`config.mk`:
```
export PLATFORM = sky130hd
export DESIGN_NAME = qmm_div_lane
export DESIGN_NICKNAME = d
export VERILOG_FILES = /design/src/rtl/qmm_pkg.sv /design/src/rtl/qmm_div_lane.sv
export SDC_FILE = /design/constraint.sdc
export NUM_CORES = 2
export LEC_CHECK = 0
export BUFFER_PORTS_ARGS = -buffer_cell sky130_fd_sc_hd__buf_4
export CAP_MARGIN = 20
export CORE_UTILIZATION = 66
export CTS_BUF_LIST = sky130_fd_sc_hd__clkbuf_2
export CTS_CLUSTER_SIZE = 12
export DETAILED_ROUTE_END_ITERATION = 6
export MAX_ROUTING_LAYER = met4
export PLACE_DENSITY = 0.83
export REMOVE_ABC_BUFFERS = 1
export SLEW_MARGIN = 20
export SYNTH_ARGS = -nofsm -noshare
export SYNTH_HDL_FRONTEND = slang
export SYNTH_SLANG_ARGS = --single-unit
```
`constraint.sdc`:
```
create_clock -name clk -period 3.9 [get_ports clk]
set_input_delay 0.975 -clock clk [delete_from_list [all_inputs] [get_ports clk]]
set_output_delay 0.975 -clock clk [all_outputs]
set_load 0.1 [all_outputs]
```
`src/rtl/qmm_pkg.sv`:
```
// shared types, widths and register codes of the quad motor mixer
`timescale 1ns / 1ps

package qmm_pkg;

	// sizes
	localparam int NUM_MOTORS = 4;
	localparam int MAX_MOTORS = 4;
	localparam int NUM_AXES   = 4;

	// field widths
	localparam int CMD_W     = 16;
	localparam int MIX_W     = 64;
	localparam int CNT_W     = 3;
	localparam int CFG_IDX_W = 3;
	localparam int PROD_W    = 2 * CMD_W;
	localparam int SUM_W     = PROD_W + 2;
	localparam int MAG_W     = SUM_W - 1;
	localparam int RNG_W     = SUM_W;
	localparam int FRAC_SH   = 14;
	localparam int QUO_W     = 16;
	localparam int NUM_W     = MAG_W + FRAC_SH;
	localparam int CMP_W     = RNG_W + QUO_W;

	// 1.0 at 28 fraction bits
	localparam logic [RNG_W-1:0] RANGE_ONE = RNG_W'(64'd1 << 28);

	// pipeline stage numbers
	localparam int STG_PROD   = 1;
	localparam int STG_SUM    = 2;
	localparam int STG_PAIR   = 3;
	localparam int STG_MINMAX = 4;
	localparam int STG_PREP   = 5;
	localparam int STG_OVF    = 6;
	localparam int STG_OUT    = STG_OVF + QUO_W + 1;
	localparam int NUM_STG    = STG_OUT;

	// configuration register indexes
	typedef enum logic [CFG_IDX_W-1:0] {
		REG_MOTOR_COUNT = 3'd0,
		REG_MIX_MOTOR0  = 3'd1,
		REG_MIX_MOTOR1  = 3'd2,
		REG_MIX_MOTOR2  = 3'd3,
		REG_MIX_MOTOR3  = 3'd4
	} cfg_reg_t;

	typedef logic [MIX_W-1:0] mix_t;
	typedef logic signed [PROD_W-1:0] prod_t;
	typedef logic signed [SUM_W-1:0] sum_t;

	// one motor entering the divider
	typedef struct packed {
		logic             act;
		logic             neg;
		logic [MAG_W-1:0] mag;
	} lane_t;

	// one motor leaving the divider
	typedef struct packed {
		logic             act;
		logic             neg;
		logic             ovf;
		logic [QUO_W-1:0] quo;
	} div_res_t;

endpackage

```
`src/rtl/qmm_div_lane.sv`:
```
// pipelined restoring divider for one motor, one quotient bit per stage
`timescale 1ns / 1ps

module qmm_div_lane (
	input  logic                          clk,
	input  logic [qmm_pkg::QUO_W:0]       en,
	input  qmm_pkg::lane_t                lane,
	input  logic [qmm_pkg::RNG_W-1:0]     range,
	output qmm_pkg::div_res_t             res
);
	import qmm_pkg::*;

	logic [NUM_W-1:0] rem_sd [QUO_W+1];
	logic [RNG_W-1:0] rng_sd [QUO_W+1];
	logic [QUO_W-1:0] quo_sd [QUO_W+1];
	logic             act_sd [QUO_W+1];
	logic             neg_sd [QUO_W+1];
	logic             ovf_sd [QUO_W+1];

	// quotient of 2^16 or more saturates, checked up front
	always_ff @(posedge clk) begin
		if (en[0]) begin
			ovf_sd[0] <= {4'b0000, lane.mag} >= {1'b0, range, 2'b00};
			rem_sd[0] <= {lane.mag, FRAC_SH'(0)};
			rng_sd[0] <= range;
			quo_sd[0] <= '0;
			act_sd[0] <= lane.act;
			neg_sd[0] <= lane.neg;
		end
	end

	// one quotient bit per stage, most significant first
	for (genvar k = 0; k < QUO_W; k++) begin : g_bit
		localparam int J = QUO_W - 1 - k;
		logic [CMP_W-1:0] trial;
		logic [CMP_W-1:0] diff;
		logic             ge;

		assign trial = CMP_W'(rng_sd[k]) << J;
		assign ge    = CMP_W'(rem_sd[k]) >= trial;
		assign diff  = CMP_W'(rem_sd[k]) - trial;

		always_ff @(posedge clk) begin
			if (en[k+1]) begin
				rem_sd[k+1] <= ge ? diff[NUM_W-1:0] : rem_sd[k];
				quo_sd[k+1] <= quo_sd[k] | (QUO_W'(ge) << J);
				rng_sd[k+1] <= rng_sd[k];
				act_sd[k+1] <= act_sd[k];
				neg_sd[k+1] <= neg_sd[k];
				ovf_sd[k+1] <= ovf_sd[k];
			end
		end
	end

	assign res.act = act_sd[QUO_W];
	assign res.neg = neg_sd[QUO_W];
	assign res.ovf = ovf_sd[QUO_W];
	assign res.quo = quo_sd[QUO_W];

endmodule

```
==> results.toml <==
[run_status]
status = "finished with violations"
violations = "setup timing"

[critical_path]
r2r-start = "rem_sd[0][15]$_DFFE_PP_"
critical_path_required_ps = 5370
rr_endpoint = "rem_sd[0][81]$_DFFE_PP_"
critical_path_class = "reg -> reg"
startpoint_type = "flip-flop"
ff2ff_setup_slack_ps = -220
cp.arrival_ps = 5600
reg2reg_depth = 16
cp-end-kind = "flip-flop"
worstSetupStartpoint = "rem_sd[0][15]$_DFFE_PP_"
crit_fanout = 28

[global_route]
grt_pass1_vias = 62500
grt_pass1_wl_um = 314000
grtUsageTotal_pct = 34.3
antenna_found_initial = 6
grt_max_degree = 81
overflow = 0

[clocking]
cts_tree = "yes"
clkSlewWorstSetupHoldPaths_ps = 120
clock_latency_ps = 1850
clock-sinks = 1350
clockBufferDepth = 4
cts_made_buffers = 356
htree_levels = 5
cts_root_buf = "clkbuf_2"

[final_layout]
regArea_mm2 = 0.0405
multi_input_area_mm2 = 0.0346
drive_above_1_share_pct = 14.9
fillers = 7659
final_common_cell = "edfxtp_1"
syn_to_final_growth_pct = 12.6
nets = 8725
final_cell_mix = "edfxtp_1, inv_1, a21oi_1"
stdcell_count = 9830

[power]
power.leakage_nw = 37.2
power_frac_seq_pct = 37.4
p_sw_share_pct = 39.6
clock_power_share_pct = 16.0
combPwrFrac_pct = 46.6
power.density_mw_per_mm2 = 682
internal_power_mw = 36.4
vdd_ir_drop_max_mv = 0.344
p_sw_mw = 23.8

[sta]
tns_ps = -3170
max_freq_mhz = 242
setup_ws_ps = -224
drv_slew = 0
final.min_clock_period_ps = 4120
slew_headroom_pct = 15.3
period_share_pct = 106
final.setup_skew_ps = 210
hold_viol_final = 0
hold_slack_ps = 134
worstMarginPinSlew_ps = 1270
setup-violations-final = 29

[job]
cap_viol_max_count = 0

[placed_design]
place_ws_ps = -306
place.gp.congestion = 1.01
hpwlAfterDp_um = 147000
io_buffers = 105
placedCellCount = 9063

[yosys]
ys_async_sr_fraction_pct = 0
synth_cell_types = 105
synthesis.area_mm2 = 0.0784
synth_edf_count = 1350
synth_flop_cell = "edfxtp_1"
syn_inst = 7270
seq_area_frac_synth_pct = 51.7
yosys_warnings = 0
ys_ff_latch = 1350
syn_avg_cell_area_um2 = 10.8

[die]
fp.dieW_um = 347
coreArea_mm2 = 0.118
die_y_um = 347
boundaryPins = 106
initial_utilization_pct = 66.5
die_area_mm2 = 0.120
fp-row-count = 126

[hold_path]
min_path_cells = 2
worstHoldPathType = "in -> reg"
whs_endpoint = "quo_sd[7][13]$_DFFE_PP_"
min_from = "en[7]"

[drt]
vias_per_cell = 6.13
post_drt_wl_per_cell_um = 20.7
wirelength_um = 204000
first_pass_iters = 6
drc = 0
drt_iter0_markers = 4146
via_count = 60300
ant_nets = 0
cell type report:
class | instances | area share (%)
Clock inverter | 89 | 0.540
Sequential cell | 1350 | 45.9
Tap cell | 1536 | 2.18
Antenna cell | 12 | 0.0340
Inverter | 727 | 3.09
Timing Repair Buffer | 629 | 6.20
Clock buffer | 499 | 2.83
Multi-Input combinational cell | 4988 | 39.2
cell usage after synthesis, types with 19 or more instances:
library cell / n / share of area [%]
nand4_1: 115 / 0.92
nand3_1: 122 / 0.78
a211oi_1: 56 / 0.54
and2_1: 35 / 0.28
a21o_1: 318 / 3.0
or2_2: 20 / 0.16
o31ai_1: 43 / 0.41
clkbuf_1: 134 / 0.64
nor4_1: 41 / 0.33
a31oi_1: 55 / 0.44
ha_1: 571 / 9.1
nand2_1: 539 / 2.6
nor2b_1: 85 / 0.68
xor2_1: 192 / 2.1
a31o_2: 19 / 0.21
o21bai_1: 67 / 0.64
o21ai_1: 19 / 0.12
nand2b_1: 79 / 0.63
o211ai_1: 31 / 0.30
inv_1: 724 / 3.5
o21ai_0: 456 / 2.9
buf_2: 43 / 0.27
a21oi_1: 675 / 4.3
a21boi_0: 19 / 0.18
nor2_1: 453 / 2.2
and3_1: 57 / 0.45
o21a_1: 63 / 0.60
edfxtp_1: 1350 / 52
nor3_1: 100 / 0.64
mux2_2: 105 / 1.5
or3_1: 34 / 0.27
xnor2_1: 306 / 3.4
flip-flops by register name, indices dropped and copies added, names as in the netlist:
register  count
neg_sd       17
rem_sd      619
rng_sd      544
act_sd       17
ovf_sd       17
quo_sd      136
how the worst max path moves through the flow:
stage,cells past startpoint,endpoint
floorplan,11,rem_sd[0][295]$_DFFE_PP_
global route,13,rem_sd[0][91]$_DFFE_PP_
finish,16,rem_sd[0][81]$_DFFE_PP_
CTS,14,rem_sd[0][652]$_DFFE_PP_
global placement,13,rem_sd[0][295]$_DFFE_PP_
detailed placement,13,rem_sd[0][295]$_DFFE_PP_
worst max-delay path: stages, from the launching register on:
cell and delay [ps]:
edfxtp_1 440, inv_1 100, ha_1 220, fa_2 270
nor2b_1 90, o31a_1 310, o31ai_2 310, a21boi_1 100
buf_4 180, a21oi_4 190, o21ai_1 260, o311ai_2 530
a21oi_4 150, buf_12 200, buf_4 180, nor2_1 130
a21oi_1 60
power groups by stage:
| stage | combinational [mW] | sequential (mW) | clock [mW] |
|---|---|---|---|
| global route | 30.6 | 22.8 | 10.5 |
| CTS | 27.4 | 22.4 | 9.66 |
| floorplan | 19.4 | 22.1 | 0 |
| finish | 28.1 | 22.5 | 9.61 |
| detailed placement | 27.1 | 22.7 | 0 |
| global placement | 26.3 | 22.6 | 0 |
per-stage QoR:
stage | utilization (%) | power [mW] | area [um^2]
2_1_floorplan | - | 41.4 | 77500
3_3_place_gp | 70.7 | 48.9 | 83300
3_5_place_dp | 70.7 | 49.8 | 83300
4_1_cts | 74.6 | 59.5 | 88000
5_1_grt | 74.9 | 63.9 | 88300
6_report | 74.9 | 60.2 | 88300
timing repair:
action | CTS | global route
setup endpoints to repair | 48 | 193
hold endpoints to repair | 1420 | 0
setup buffers | 4 | 2
hold buffers | 161 | 0
gates resized for setup | 8 | 56
pin swaps | 2 | 6
cell families (layout without fill, tap and decap cells):
group	Yosys count	in the layout	share of synthesized area [%]
fa+ha+maj	586	586	9.49
mux	115	115	1.65
xor+xnor	498	498	5.56
simple gates	1769	1769	10.9
buf+inv	932	1944	4.64
other cells	0	12	0
flops	1350	1350	51.7
compound gates	2020	2020	16.1
routing by layer:
layer	vias to the layer above	GRT usage, %	part of all wire, %
met5	-	-	0
met4	0	29.5	9.4
met3	1028	5.39	5.0
met2	2678	64.7	54
met1	28200	28.8	31
li1	28400	-	-
(Power assumes the default switching activity.)
