**src/rtl/qmm_pkg.sv**
```systemverilog
// shared types, widths and register codes of the quad motor mixer
`timescale 1ns / 1ps

package qmm_pkg;

	// sizes
	localparam int NUM_MOTORS = 4;
	localparam int MAX_MOTORS = 4;
	localparam int NUM_AXES   = 4;

	// field widths
	localparam int CMD_W     = 16;
	localparam int MIX_W     = 64;
	localparam int CNT_W     = 3;
	localparam int CFG_IDX_W = 3;
	localparam int PROD_W    = 2 * CMD_W;
	localparam int SUM_W     = PROD_W + 2;
	localparam int MAG_W     = SUM_W - 1;
	localparam int RNG_W     = SUM_W;
	localparam int FRAC_SH   = 14;
	localparam int QUO_W     = 16;
	localparam int NUM_W     = MAG_W + FRAC_SH;
	localparam int CMP_W     = RNG_W + QUO_W;

	// 1.0 at 28 fraction bits
	localparam logic [RNG_W-1:0] RANGE_ONE = RNG_W'(64'd1 << 28);

	// pipeline stage numbers
	localparam int STG_PROD   = 1;
	localparam int STG_SUM    = 2;
	localparam int STG_PAIR   = 3;
	localparam int STG_MINMAX = 4;
	localparam int STG_PREP   = 5;
	localparam int STG_OVF    = 6;
	localparam int STG_OUT    = STG_OVF + QUO_W + 1;
	localparam int NUM_STG    = STG_OUT;

	// configuration register indexes
	typedef enum logic [CFG_IDX_W-1:0] {
		REG_MOTOR_COUNT = 3'd0,
		REG_MIX_MOTOR0  = 3'd1,
		REG_MIX_MOTOR1  = 3'd2,
		REG_MIX_MOTOR2  = 3'd3,
		REG_MIX_MOTOR3  = 3'd4
	} cfg_reg_t;

	typedef logic [MIX_W-1:0] mix_t;
	typedef logic signed [PROD_W-1:0] prod_t;
	typedef logic signed [SUM_W-1:0] sum_t;

	// one motor entering the divider
	typedef struct packed {
		logic             act;
		logic             neg;
		logic [MAG_W-1:0] mag;
	} lane_t;

	// one motor leaving the divider
	typedef struct packed {
		logic             act;
		logic             neg;
		logic             ovf;
		logic [QUO_W-1:0] quo;
	} div_res_t;

endpackage

```
**src/rtl/qmm_range.sv**
```systemverilog
// min and max over the active motors, range and magnitudes, three stages
`timescale 1ns / 1ps

module qmm_range (
	input  logic                          clk,
	input  logic [2:0]                    en,
	input  logic [qmm_pkg::CNT_W-1:0]     motor_count,
	input  qmm_pkg::sum_t                 sum_s2 [qmm_pkg::NUM_MOTORS],
	output qmm_pkg::lane_t                lane_s5 [qmm_pkg::NUM_MOTORS],
	output logic [qmm_pkg::RNG_W-1:0]     range_s5
);
	import qmm_pkg::*;

	logic [CNT_W-1:0]      act_cnt;
	logic [NUM_MOTORS-1:0] act_mask;
	logic [NUM_MOTORS-1:0] act_s3;
	logic [NUM_MOTORS-1:0] act_s4;
	sum_t                  sum_s3 [NUM_MOTORS];
	sum_t                  sum_s4 [NUM_MOTORS];
	sum_t                  lo_pair_s3 [2];
	sum_t                  hi_pair_s3 [2];
	sum_t                  lo_s4;
	sum_t                  hi_s4;
	logic [RNG_W:0]        spread;

	// active motors form a prefix, count clamped to the motor limit
	always_comb begin
		act_cnt = (motor_count > CNT_W'(MAX_MOTORS)) ? CNT_W'(MAX_MOTORS) : motor_count;
		for (int m = 0; m < NUM_MOTORS; m++) begin
			act_mask[m] = CNT_W'(m) < act_cnt;
		end
	end

	// pairwise min and max, motors 0/1 and 2/3
	always_ff @(posedge clk) begin
		if (en[0]) begin
			for (int p = 0; p < 2; p++) begin
				lo_pair_s3[p] <= (act_mask[2*p+1] && sum_s2[2*p+1] < sum_s2[2*p])
					? sum_s2[2*p+1] : sum_s2[2*p];
				hi_pair_s3[p] <= (act_mask[2*p+1] && sum_s2[2*p+1] > sum_s2[2*p])
					? sum_s2[2*p+1] : sum_s2[2*p];
			end
			sum_s3 <= sum_s2;
			act_s3 <= act_mask;
		end
	end

	// merge the pairs, second pair counts only when motor 2 is active
	always_ff @(posedge clk) begin
		if (en[1]) begin
			lo_s4 <= (act_s3[2] && lo_pair_s3[1] < lo_pair_s3[0]) ? lo_pair_s3[1] : lo_pair_s3[0];
			hi_s4 <= (act_s3[2] && hi_pair_s3[1] > hi_pair_s3[0]) ? hi_pair_s3[1] : hi_pair_s3[0];
			sum_s4 <= sum_s3;
			act_s4 <= act_s3;
		end
	end

	// spread is never negative since hi is at least lo
	assign spread = (RNG_W+1)'(hi_s4) - (RNG_W+1)'(lo_s4);

	// range floor at 1.0, split sums into sign and magnitude
	always_ff @(posedge clk) begin
		if (en[2]) begin
			range_s5 <= (spread < (RNG_W+1)'(RANGE_ONE)) ? RANGE_ONE : spread[RNG_W-1:0];
			for (int m = 0; m < NUM_MOTORS; m++) begin
				lane_s5[m].act <= act_s4[m];
				lane_s5[m].neg <= sum_s4[m][SUM_W-1];
				lane_s5[m].mag <= sum_s4[m][SUM_W-1] ? MAG_W'(-sum_s4[m]) : MAG_W'(sum_s4[m]);
			end
		end
	end

endmodule

```
**config.mk**
```make
export PLATFORM = sky130hd
export DESIGN_NAME = qmm_range
export DESIGN_NICKNAME = d
export VERILOG_FILES = /design/src/rtl/qmm_pkg.sv /design/src/rtl/qmm_range.sv
export SDC_FILE = /design/constraint.sdc
export NUM_CORES = 1
export LEC_CHECK = 0
export BUFFER_PORTS_ARGS = -buffer_cell sky130_fd_sc_hd__buf_4
export CORE_UTILIZATION = 35
export DETAILED_ROUTE_END_ITERATION = 8
export GPL_TIMING_DRIVEN = 0
export PLACE_DENSITY = 0.56
export SYNTH_ARGS = -nofsm -noshare
export SYNTH_HDL_FRONTEND = slang
export SYNTH_SLANG_ARGS = --single-unit
```
**constraint.sdc**
```tcl
create_clock -name clk -period 4.25 [get_ports clk]
set_input_delay 0 -clock clk [delete_from_list [all_inputs] [get_ports clk]]
set_output_delay 0 -clock clk [all_outputs]
set_load 0.05 [all_outputs]
```
==> results of run 1 <==
==> worst max-delay path: cells and delay by family (launching register included) <==
kind                     cells  cell delay (ps)
AND/OR/NAND/NOR              4             1170
flip-flops                   1              390
adder cells (fa/ha/maj)      1              220
buffers and inverters        4              670
AO/OA/AOI/OAI                5             1360
==> per-stage QoR <==
stage                     cells  setup WS [ps]  TNS (ps)
final                      4180            167         0
after global routing       4179           31.3         0
after CTS                  4179           89.2         0
after detailed placement   3898           -472    -11180
after global placement     3893           -449    -10460
after floorplan            2401            878         0
==> sequential cells by signal, indices dropped and copies added, names as in the netlist <==
register / flops
act_s3: 4
act_s4: 4
hi_pair_s3: 68
hi_s4: 34
lane_s5: 140
lo_pair_s3: 68
lo_s4: 34
range_s5: 34
sum_s3: 136
sum_s4: 136
==> final cells by class <==
| class | instances | area (sq um) | area share [%] |
|---|---|---|---|
| Antenna cell | 1 | 2.50 | 0.00628 |
| Buffer | 91 | 353 | 0.886 |
| Clock buffer | 82 | 1900 | 4.78 |
| Clock inverter | 54 | 548 | 1.38 |
| Inverter | 195 | 732 | 1.84 |
| Multi-Input combinational cell | 1456 | 11100 | 27.8 |
| Sequential cell | 658 | 19800 | 49.6 |
| Tap cell | 1176 | 1470 | 3.70 |
| Timing Repair Buffer | 467 | 4000 | 10.0 |
==> cell usage in the layout (no fill, tap or decap), types with 6 or more instances in the layout <==
cell / n
a21o_1: 65
ha_1: 173
mux2_2: 136
nor2_1: 66
nor3_1: 46
o211ai_1: 42
xnor2_1: 130
clkbuf_1: 88
o221a_2: 33
o22ai_1: 35
nand4_1: 35
bufinv_16: 7
dlygate4sd3_1: 144
inv_1: 194
edfxtp_1: 658
nand3_1: 21
xor2_1: 19
and2_1: 6
o31ai_1: 38
or3_1: 11
clkinv_1: 11
a41oi_1: 38
nor4_1: 9
nand2_1: 154
nor2b_1: 7
clkbuf_16: 75
nand2b_1: 51
o41ai_1: 16
a21oi_1: 149
buf_4: 316
o21ai_0: 86
or4_1: 17
clkinv_2: 17
==> where the power goes <==
group	switching [mW]	total [mW]	internal [mW]
registers	0.463	8.63	8.17
logic	3.22	5.03	1.81
clock network	2.71	6.42	3.71
total	6.39	20.1	13.7
==> metal layers <==
metal,GRT usage [%],vias up,part of all wire [%]
met4,6.33,0,2.6
met1,24.7,10600,43
met5,0,-,0
met2,33.0,751,48
li1,-,10200,-
met3,3.31,134,5.7
==> timing repair <==
item                                    in CTS  in global routing
endpoints found under the hold margin      442                  0
pin swaps                                    1                  4
setup buffers                                1                  1
endpoints found under the setup margin      28                 21
hold buffers                               144                  0
gates resized for setup                      1                  8
==> kinds of logic (layout without fill, tap and decap cells) <==
group	after synthesis	after routing
compound gates	549	549
mux	136	136
fa+ha+maj	174	174
buf+inv	287	889
xor+xnor	149	149
simple gates	448	448
other cells	0	1
flops	658	658
==> worst paths after layout <==
check,slack (ps),depth (start not counted),end,startpoint
hold reg to reg,410,0,sum_s4[125]$_DFFE_PP_,sum_s3[125]$_DFFE_PP_
setup / recovery,170,14,range_s5[0]$_SDFFCE_PN0P_,lo_s4[14]$_DFFE_PP_
hold / removal,130,2,sum_s3[66]$_DFFE_PP_,sum_s2[66]
setup reg to reg,170,14,range_s5[0]$_SDFFCE_PN0P_,lo_s4[14]$_DFFE_PP_
==> impl_results.md, run 1 <==
* CP Class: reg2reg
* Port Buf Inserts at 316
* Largest family of logic cells by synthesized area: compound AO/OA/AOI/OAI gates
* # DRC at 0
* Post-Syn Area per Cell at 13.3 sq um
* Final Hold Vio Count at 0
* CP required at 4590 ps
* Number of enable flip-flop cells after synthesis at 658
* Simple logic cell fraction of the synthesized area at 7.07%
* Vias post-DR at 21700
* Worst hold path class: in2reg
* Cell count after synthesis at 2401
* Worst slew pin tran at 887 ps
* Most frequent cell after synthesis: edfxtp_1
* FMAX at 245 MHz
* Ys flop type: edfxtp_1
* Worst path slowest cell: or4_1
* Ys Warns at 0
* RSZ-0062 raised after global routing: false
* Layout cells sized above 1 at 21.3%
* Final setup vio count at 0
* Layout Nets at 3261
* Top post-synthesis cells by count: edfxtp_1, inv_1, ha_1
* Finished Cell Area at 39800 sq um
* Ports at 317
* Max Slew Vio Count at 0
* Largest net degree at the start of global routing at 121
* FF+latch count, synth at 658
* Xor and xnor area share after synthesis at 4.10%
* Sequential area share after synthesis at 62.0%
* Clk root buf: clkbuf_16
* Peak VDD IR at 279 uV
* Drt pass-1 iters at 6
* Post-synthesis mux area share at 4.81%
* Min Hold Slack at 127 ps
* CTS buffer count at 75
* Num rows at 110
* Drt initial violations at 1474
* CTS tree: yes
* CP Launch Type: register
* Total power at 20.1 mW
* First-pass GRT wire length at 135000 microns
* Leading area contributor after synthesis: edfxtp_1
* Final wirelength at 90500 microns
* Filler cells at 8107
* CORE AREA at 90100 sq um
* RePlAce Congestion at 0.966
* Die ar. at 92200 sq um
* Status: completed
* Crit path time final at 4080 ps
* H-tree depth at 3
* Routed len/inst at 21.7 microns
* Crit share post-route at 96.1%
* Final ANT Viol Nets at 0
* Post-DP Area at 35900 sq um
* Vias in the first global route at 22200
* GRT Total Usage at 19.3%
* Initial Utilization at 35.3%
* CP endpoint kind: register
* Number of vias per cell at 5.20
* Top cell type's share of synthesized area at 62.0%
* Max_slew headroom at 40.2%
* Clk_skew at 29.6 ps
* Worst-path clk slew at 60 ps
* CP Cell Sequence: inv_1 -> ha_1 -> clkbuf_1 -> and4_2 -> nor2b_1 -> a31oi_2 -> a311oi_2 -> o2111ai_2 -> a21oi_1 -> or4_1 -> a2111oi_4 -> buf_12 -> buf_4 -> nor2_1
* Post-synthesis compound-gate area fraction at 11.7%
* Leak at 15.2 nW
* Synth-to-Final Area Change at 25.0%
* Max Cap Viol at 0
* Crit-path max cell delay at 560 ps
* Net Count, Synth at 2718
* PwrDens at 504 nW/um^2
* Initial antenna violation count at 0
* Distinct cells, synth at 62
* Fraction of registers with async set/reset at 0%
* Clk buf depth at 3
* CP arrival at 4430 ps
* Post-layout util at 44.2%
* Mapped cell area at 31900 sq um
* Crit-path max FO at 10
* Top post-synthesis cells by area: edfxtp_1, ha_1, mux2_2
* Die width at 304 microns
* Total congestion overflow at 0
* Worst-Skew Late Latency at 630 ps
* Post-DP HPWL at 68100 microns
* CTS Sinks at 658
* Die Y at 304 microns
* Adder-Cell Fraction of Synth Area at 6.86%
(Power assumes the default switching activity.)
==> run 2, diff against run 1 <==
--- a/config.mk
+++ b/config.mk
@@ -6,6 +6,7 @@
 export NUM_CORES = 1
 export LEC_CHECK = 0
 export BUFFER_PORTS_ARGS = -buffer_cell sky130_fd_sc_hd__buf_4
+export CORE_ASPECT_RATIO = 0.75
 export CORE_UTILIZATION = 35
 export DETAILED_ROUTE_END_ITERATION = 8
 export GPL_TIMING_DRIVEN = 0
==> impl_results.md, run 2 (synthesis gave the netlist of run 1 again) <==
* Num rows at 95 (was 110)
* Min Hold Slack at 133 ps (was 127 ps)
* Die width at 350 microns (was 304 microns)
* Initial antenna violation count at 4 (was 0)
* Crit share post-route at 97.7% (was 96.1%)
* Max Cap Viol at 0 (unchanged)
* Pre-CTS WS at -733 ps (was -472 ps)
* Worst hold path class: in2reg (unchanged)
* R2R Path End: range_s5[19]$_SDFFCE_PN0P_ (was range_s5[0]$_SDFFCE_PN0P_)
* Routed len/inst at 21.1 microns (was 21.7 microns)
* Clk root buf: clkbuf_16 (unchanged)
* Total congestion overflow at 0 (unchanged)
* Final setup vio count at 0 (unchanged)
* Total power at 20.2 mW (was 20.1 mW)
* H-tree depth at 3 (unchanged)
* Worst reg2reg setup slack at 100 ps (was 170 ps)
* GRT Total Usage at 19.0% (was 19.3%)
* Vias in the first global route at 21400 (was 22200)
* Peak VDD IR at 284 uV (was 279 uV)
* Clk_skew at 25.2 ps (was 29.6 ps)
* Largest regs: lane_s5 x140, sum_s3 x136, sum_s4 x136 (unchanged)
* Vias post-DR at 21800 (was 21700)
* Largest net degree at the start of global routing at 125 (was 121)
* Drt pass-1 iters at 6 (unchanged)
* Hold Crit Depth at 2 (unchanged)
* Drt initial violations at 1939 (was 1474)
* Final Hold Vio Count at 0 (unchanged)
* R2R cell count at 15 (was 14)
* Leak at 15.2 nW (about the same)
* Clk buf depth at 3 (unchanged)
* Max_slew headroom at 10.4% (was 40.2%)
* Synth-to-Final Area Change at 25.3% (was 25.0%)
* PwrDens at 506 nW/um^2 (was 504 nW/um^2)
* CTS Sinks at 658 (unchanged)
* Port Buf Inserts at 316 (unchanged)
* Crit-path max FO at 10 (unchanged)
* Number of flip-flops in the largest register at 140 (unchanged)
* R2R Path Start: lo_s4[13]$_DFFE_PP_ (was lo_s4[14]$_DFFE_PP_)
* FMAX at 241 MHz (was 245 MHz)
* Commonest non-fill, non-tap cell in the layout: edfxtp_1 (unchanged)
* Crit path launch: lo_s4[13]$_DFFE_PP_ (was lo_s4[14]$_DFFE_PP_)
* Crit path time final at 4150 ps (was 4080 ps)
* CP Class: reg2reg (unchanged)
* RePlAce Congestion at 0.937 (was 0.966)
* Final ANT Viol Nets at 0 (unchanged)
* CORE AREA at 89900 sq um (was 90100 sq um)
* Die ar. at 92200 sq um (about the same)
* Worst slew pin tran at 1310 ps (was 887 ps)
* Layout Nets at 3261 (unchanged)
* Filler cells at 8206 (was 8107)
* Finished Cell Area at 39900 sq um (was 39800 sq um)
* CP arrival at 4480 ps (was 4430 ps)
* CP Launch Type: register (unchanged)
* Post-DP Area at 35900 sq um (about the same)
* CP endpoint kind: register (unchanged)
* Initial Utilization at 35.4% (was 35.3%)
* Register bank with the most flops: lane_s5 (unchanged)
* # DRC at 0 (unchanged)
* Worst-path clk slew at 60 ps (about the same)
* Min setup slack post-route at 99.3 ps (was 167 ps)
* Reg area at 19800 sq um (unchanged)
* Die Y at 263 microns (was 304 microns)
* Area of the multi-input gates at 11100 sq um (about the same)
* Max Slew Vio Count at 0 (unchanged)
* Setup TNS at 0 ps (unchanged)
* Post-DP HPWL at 67900 microns (was 68100 microns)
* Worst-Skew Late Latency at 620 ps (was 630 ps)
* CTS buffer count at 74 (was 75)
* Commonest cells after routing, fill and taps aside: edfxtp_1, buf_4, inv_1 (unchanged)
* Final wirelength at 89100 microns (was 90500 microns)
* Status: completed (unchanged)
* CTS tree: yes (unchanged)
* Number of vias per cell at 5.17 (was 5.20)
* CP required at 4580 ps (was 4590 ps)
* Hold Path End: sum_s3[68]$_DFFE_PP_ (was sum_s3[66]$_DFFE_PP_)
* Layout cells sized above 1 at 21.5% (was 21.3%)
* Hold wc startpoint: sum_s2[68] (was sum_s2[66])
* First-pass GRT wire length at 131000 microns (was 135000 microns)
* Ports at 317 (unchanged)
==> run 2: cell type report <==
class | instances | area share [%]
Tap cell | 1212 | 3.80
Multi-Input combinational cell | 1456 | 27.9
Clock inverter | 49 | 1.32
Antenna cell | 2 | 0.0125
Clock buffer | 85 | 4.74
Sequential cell | 658 | 49.5
Buffer | 90 | 0.875
Timing Repair Buffer | 469 | 10.0
Inverter | 195 | 1.83
==> run 2: stage by stage <==
stage | std cells | util, %
after floorplan | 2401 | -
after global placement | 3929 | 39.8
after detailed placement | 3933 | 39.9
after CTS | 4214 | 44.3
after global routing | 4214 | 44.4
final | 4216 | 44.4
==> run 2: layer usage <==
metal | vias up | track usage, % | part of all wire, %
met3 | 128 | 3.25 | 6.2
li1 | 10300 | - | -
met2 | 671 | 28.9 | 44
met4 | 0 | 6.30 | 3.0
met1 | 10700 | 27.3 | 46
met5 | - | 0 | 0
==> run 2: where the power goes <==
part | total (mW) | switching, mW | leakage [nW] | internal, mW
combinational | 5.16 | 3.33 | 7.56 | 1.83
clock | 6.44 | 2.62 | 1.17 | 3.82
sequential | 8.61 | 0.440 | 6.44 | 8.17
total | 20.2 | 6.39 | 15.2 | 13.8
==> run 2: worst max-delay path by stage <==
stage	slack, ps	cells past startpoint	endpoint
floorplan	880	12	range_s5[20]$_SDFFCE_PN0P_
global placement	-720	12	range_s5[18]$_SDFFCE_PN0P_
detailed placement	-730	12	range_s5[19]$_SDFFCE_PN0P_
CTS	40	12	range_s5[21]$_SDFFCE_PN0P_
global route	-7	16	range_s5[16]$_SDFFCE_PN0P_
finish	100	15	range_s5[19]$_SDFFCE_PN0P_
==> run 2: critical path: stages, from the launching register on <==
cell	delay, ps
edfxtp_1	360
inv_1	70
ha_1	220
clkbuf_1	220
and4_2	280
nor2b_1	150
a31oi_2	290
a311oi_2	150
buf_4	180
o2111ai_4	270
a21oi_1	180
or4_4	530
a2111oi_4	370
buf_6	190
buf_4	210
nor2_1	160
==> run 2: timing repair <==
| action | 4_1_cts | 5_1_grt |
|---|---|---|
| hold buffers | 144 | 0 |
| endpoints found under the hold margin | 412 | 0 |
| gates resized for setup | 5 | 19 |
| cloned | 0 | 0 |
| pin swaps | 1 | 4 |
| setup buffers | 3 | 2 |
| setup endpoints to repair | 28 | 30 |
==> run 3, diff against run 2 <==
--- a/config.mk
+++ b/config.mk
@@ -10,7 +10,6 @@
 export CORE_UTILIZATION = 35
 export DETAILED_ROUTE_END_ITERATION = 8
 export GPL_TIMING_DRIVEN = 0
-export PLACE_DENSITY = 0.56
 export SYNTH_ARGS = -nofsm -noshare
 export SYNTH_HDL_FRONTEND = slang
 export SYNTH_SLANG_ARGS = --single-unit
==> impl_results.md, run 3 (synthesis gave the netlist of run 1 again) <==
* Status: completed (unchanged)
* Largest net degree at the start of global routing at 125 (unchanged)
* Peak VDD IR at 445 uV (was 284 uV)
* Die width at 350 microns (unchanged)
* Clock power share at 31.6% (was 31.9%)
* M3 GR Usage at 2.85% (was 3.25%)
* CORE AREA at 89900 sq um (unchanged)
* CTS Sinks at 658 (unchanged)
* Num rows at 95 (unchanged)
* Final wirelength at 90300 microns (was 89100 microns)
* Min Hold Slack at 144 ps (was 133 ps)
* Drt initial violations at 1695 (was 1939)
* Largest regs: lane_s5 x140, sum_s3 x136, sum_s4 x136 (unchanged)
* Hold Path End: sum_s3[54]$_DFFE_PP_ (was sum_s3[68]$_DFFE_PP_)
* Worst reg2reg setup slack at 80 ps (was 100 ps)
* R2R Path Start: lo_s4[10]$_DFFE_PP_ (was lo_s4[13]$_DFFE_PP_)
* CTS tree: yes (unchanged)
* Vias post-DR at 21700 (was 21800)
* Min setup slack post-route at 80.2 ps (was 99.3 ps)
* Crit-path leading delay family: compound AO/OA/AOI/OAI gates (unchanged)
* Sw Share at 31.6% (about the same)
* Clk_skew at 22.9 ps (was 25.2 ps)
* Ports at 317 (unchanged)
* CP Buf/Inv Count at 4 (was 5)
* Routed len/inst at 21.4 microns (was 21.1 microns)
* Register bank with the most flops: lane_s5 (unchanged)
* Max_slew headroom at 30.9% (was 10.4%)
* Sequential power share at 42.7% (was 42.6%)
* Layout Nets at 3260 (was 3261)
* Number of flip-flops in the largest register at 140 (unchanged)
* Initial Utilization at 35.4% (unchanged)
* Final setup vio count at 0 (unchanged)
* FMAX at 240 MHz (was 241 MHz)
* RePlAce Congestion at 0.878 (was 0.937)
* Vias in the first global route at 21500 (was 21400)
* Worst slew pin tran at 1010 ps (was 1310 ps)
* CTS buffer count at 73 (was 74)
* # DRC at 0 (unchanged)
* Total power at 20.1 mW (was 20.2 mW)
* Port Buf Inserts at 316 (unchanged)
* Clk buf depth at 3 (unchanged)
* PwrDens at 505 nW/um^2 (was 506 nW/um^2)
* Met2 usage at 30.0% (was 28.9%)
* Crit share post-route at 98.1% (was 97.7%)
* CP arrival at 4510 ps (was 4480 ps)
* R2R cell count at 14 (was 15)
* Met1 layer usage reported by global route at 28.1% (was 27.3%)
* Synth-to-Final Area Change at 25.1% (was 25.3%)
* CP Class: reg2reg (unchanged)
* Worst path slowest cell: or4_1 (was or4_4)
* Crit-path max FO at 10 (unchanged)
* CP Cell Sequence: inv_1 -> ha_1 -> a21oi_1 -> o211ai_1 -> a31oi_4 -> a311oi_4 -> o2111ai_4 -> a21oi_1 -> or4_1 -> a2111oi_4 -> buf_6 -> buf_12 -> buf_4 -> nor2_1 (was inv_1 -> ha_1 -> clkbuf_1 -> and4_2 -> nor2b_1 -> a31oi_2 -> a311oi_2 -> buf_4 -> o2111ai_4 -> a21oi_1 -> or4_4 -> a2111oi_4 -> buf_6 -> buf_4 -> nor2_1)
* Hold wc startpoint: sum_s2[54] (was sum_s2[68])
* Max Cap Viol at 0 (unchanged)
* Post-DP HPWL at 68900 microns (was 67900 microns)
* Layer with the highest usage: met2 (unchanged)
* Initial antenna violation count at 3 (was 4)
* Drt pass-1 iters at 6 (unchanged)
* Worst-path clk slew at 60 ps (about the same)
* Worst-Skew Late Latency at 610 ps (was 620 ps)
* Layout cells sized above 1 at 21.2% (was 21.5%)
* Crit-path max cell delay at 570 ps (was 530 ps)
* First-pass GRT wire length at 134000 microns (was 131000 microns)
* Leak at 15.2 nW (about the same)
* H-tree depth at 3 (unchanged)
* Crit path time final at 4170 ps (was 4150 ps)
* Die Y at 263 microns (unchanged)
* Worst hold path class: in2reg (unchanged)
* CP required at 4590 ps (was 4580 ps)
* Commonest non-fill, non-tap cell in the layout: edfxtp_1 (unchanged)
* Clk root buf: clkbuf_16 (unchanged)
* CP Launch Type: register (unchanged)
* Hold Crit Depth at 2 (unchanged)
* Total congestion overflow at 0 (unchanged)
* CP most frequent cell: a21oi_1 (was buf_4)
* CP endpoint kind: register (unchanged)
* Max Slew Vio Count at 0 (unchanged)
* GRT Total Usage at 19.3% (was 19.0%)
* Final Hold Vio Count at 0 (unchanged)
* Int Power at 13.8 mW (about the same)
* Final ANT Viol Nets at 0 (unchanged)
* Net Switching at 6.37 mW (was 6.39 mW)
* RSZ-0062 raised after global routing: false
* Comb pwr share at 25.7% (was 25.5%)
* Commonest cells after routing, fill and taps aside: edfxtp_1, buf_4, inv_1 (unchanged)
* Die ar. at 92200 sq um (unchanged)
* R2R Path End: range_s5[16]$_SDFFCE_PN0P_ (was range_s5[19]$_SDFFCE_PN0P_)
* Setup TNS at 0 ps (unchanged)
* Number of vias per cell at 5.14 (was 5.17)
* Pre-CTS WS at -865 ps (was -733 ps)
run 3: power groups by stage:
| stage | clock (mW) | combinational, mW | sequential (mW) |
|---|---|---|---|
| 5_1_grt | 6.78 | 5.60 | 8.67 |
| 6_report | 6.36 | 5.18 | 8.60 |
| 3_3_place_gp | 0 | 4.90 | 8.75 |
| 4_1_cts | 6.54 | 5.12 | 8.62 |
| 3_5_place_dp | 0 | 4.95 | 8.74 |
| 2_1_floorplan | 0 | 2.36 | 9.43 |
run 3: how the worst max path moves through the flow:
stage | startpoint | to | slack (ps) | depth (start not counted)
CTS | lo_s4[14]$_DFFE_PP_ | range_s5[16]$_SDFFCE_PN0P_ | 20 | 15
global placement | lo_s4[10]$_DFFE_PP_ | range_s5[19]$_SDFFCE_PN0P_ | -940 | 12
detailed placement | lo_s4[10]$_DFFE_PP_ | range_s5[19]$_SDFFCE_PN0P_ | -860 | 12
finish | lo_s4[10]$_DFFE_PP_ | range_s5[16]$_SDFFCE_PN0P_ | 80 | 14
global route | hi_s4[4]$_DFFE_PP_ | range_s5[16]$_SDFFCE_PN0P_ | 4 | 13
floorplan | hi_s4[14]$_DFFE_PP_ | range_s5[20]$_SDFFCE_PN0P_ | 880 | 12
run 3: layout make-up:
| class | count | area, sq um |
|---|---|---|
| clock buffers | 86 | 1920 |
| plain buffers | 91 | 357 |
| flip-flops and latches | 658 | 19800 |
| repair buffers | 468 | 3990 |
| well taps | 1212 | 1520 |
| inverters | 195 | 732 |
| clock inverters | 41 | 463 |
| fillers | 8252 | 50000 |
| multi-input cells | 1456 | 11100 |
| diodes | 3 | 7.51 |
run 3: what timing repair did:
| item | CTS | global route |
|---|---|---|
| endpoints found under the hold margin | 458 | 0 |
| pin swaps | 3 | 2 |
| hold buffers | 144 | 0 |
| endpoints found under the setup margin | 28 | 27 |
| setup buffers | 3 | 1 |
| gates resized for setup | 7 | 13 |
run 3: metal layers:
metal / share of wire (%) / vias to the layer above
met5: 0 / -
met4: 2.4 / 0
met3: 5.9 / 115
met2: 45 / 636
met1: 47 / 10700
li1: - / 10200
run 3: stage by stage:
stage	area, sq um	util, %	std cells
2_1_floorplan	31900	-	2401
3_3_place_gp	35700	39.8	3929
3_5_place_dp	35900	39.9	3933
4_1_cts	39800	44.3	4207
5_1_grt	39800	44.3	4209
6_report	39900	44.3	4210
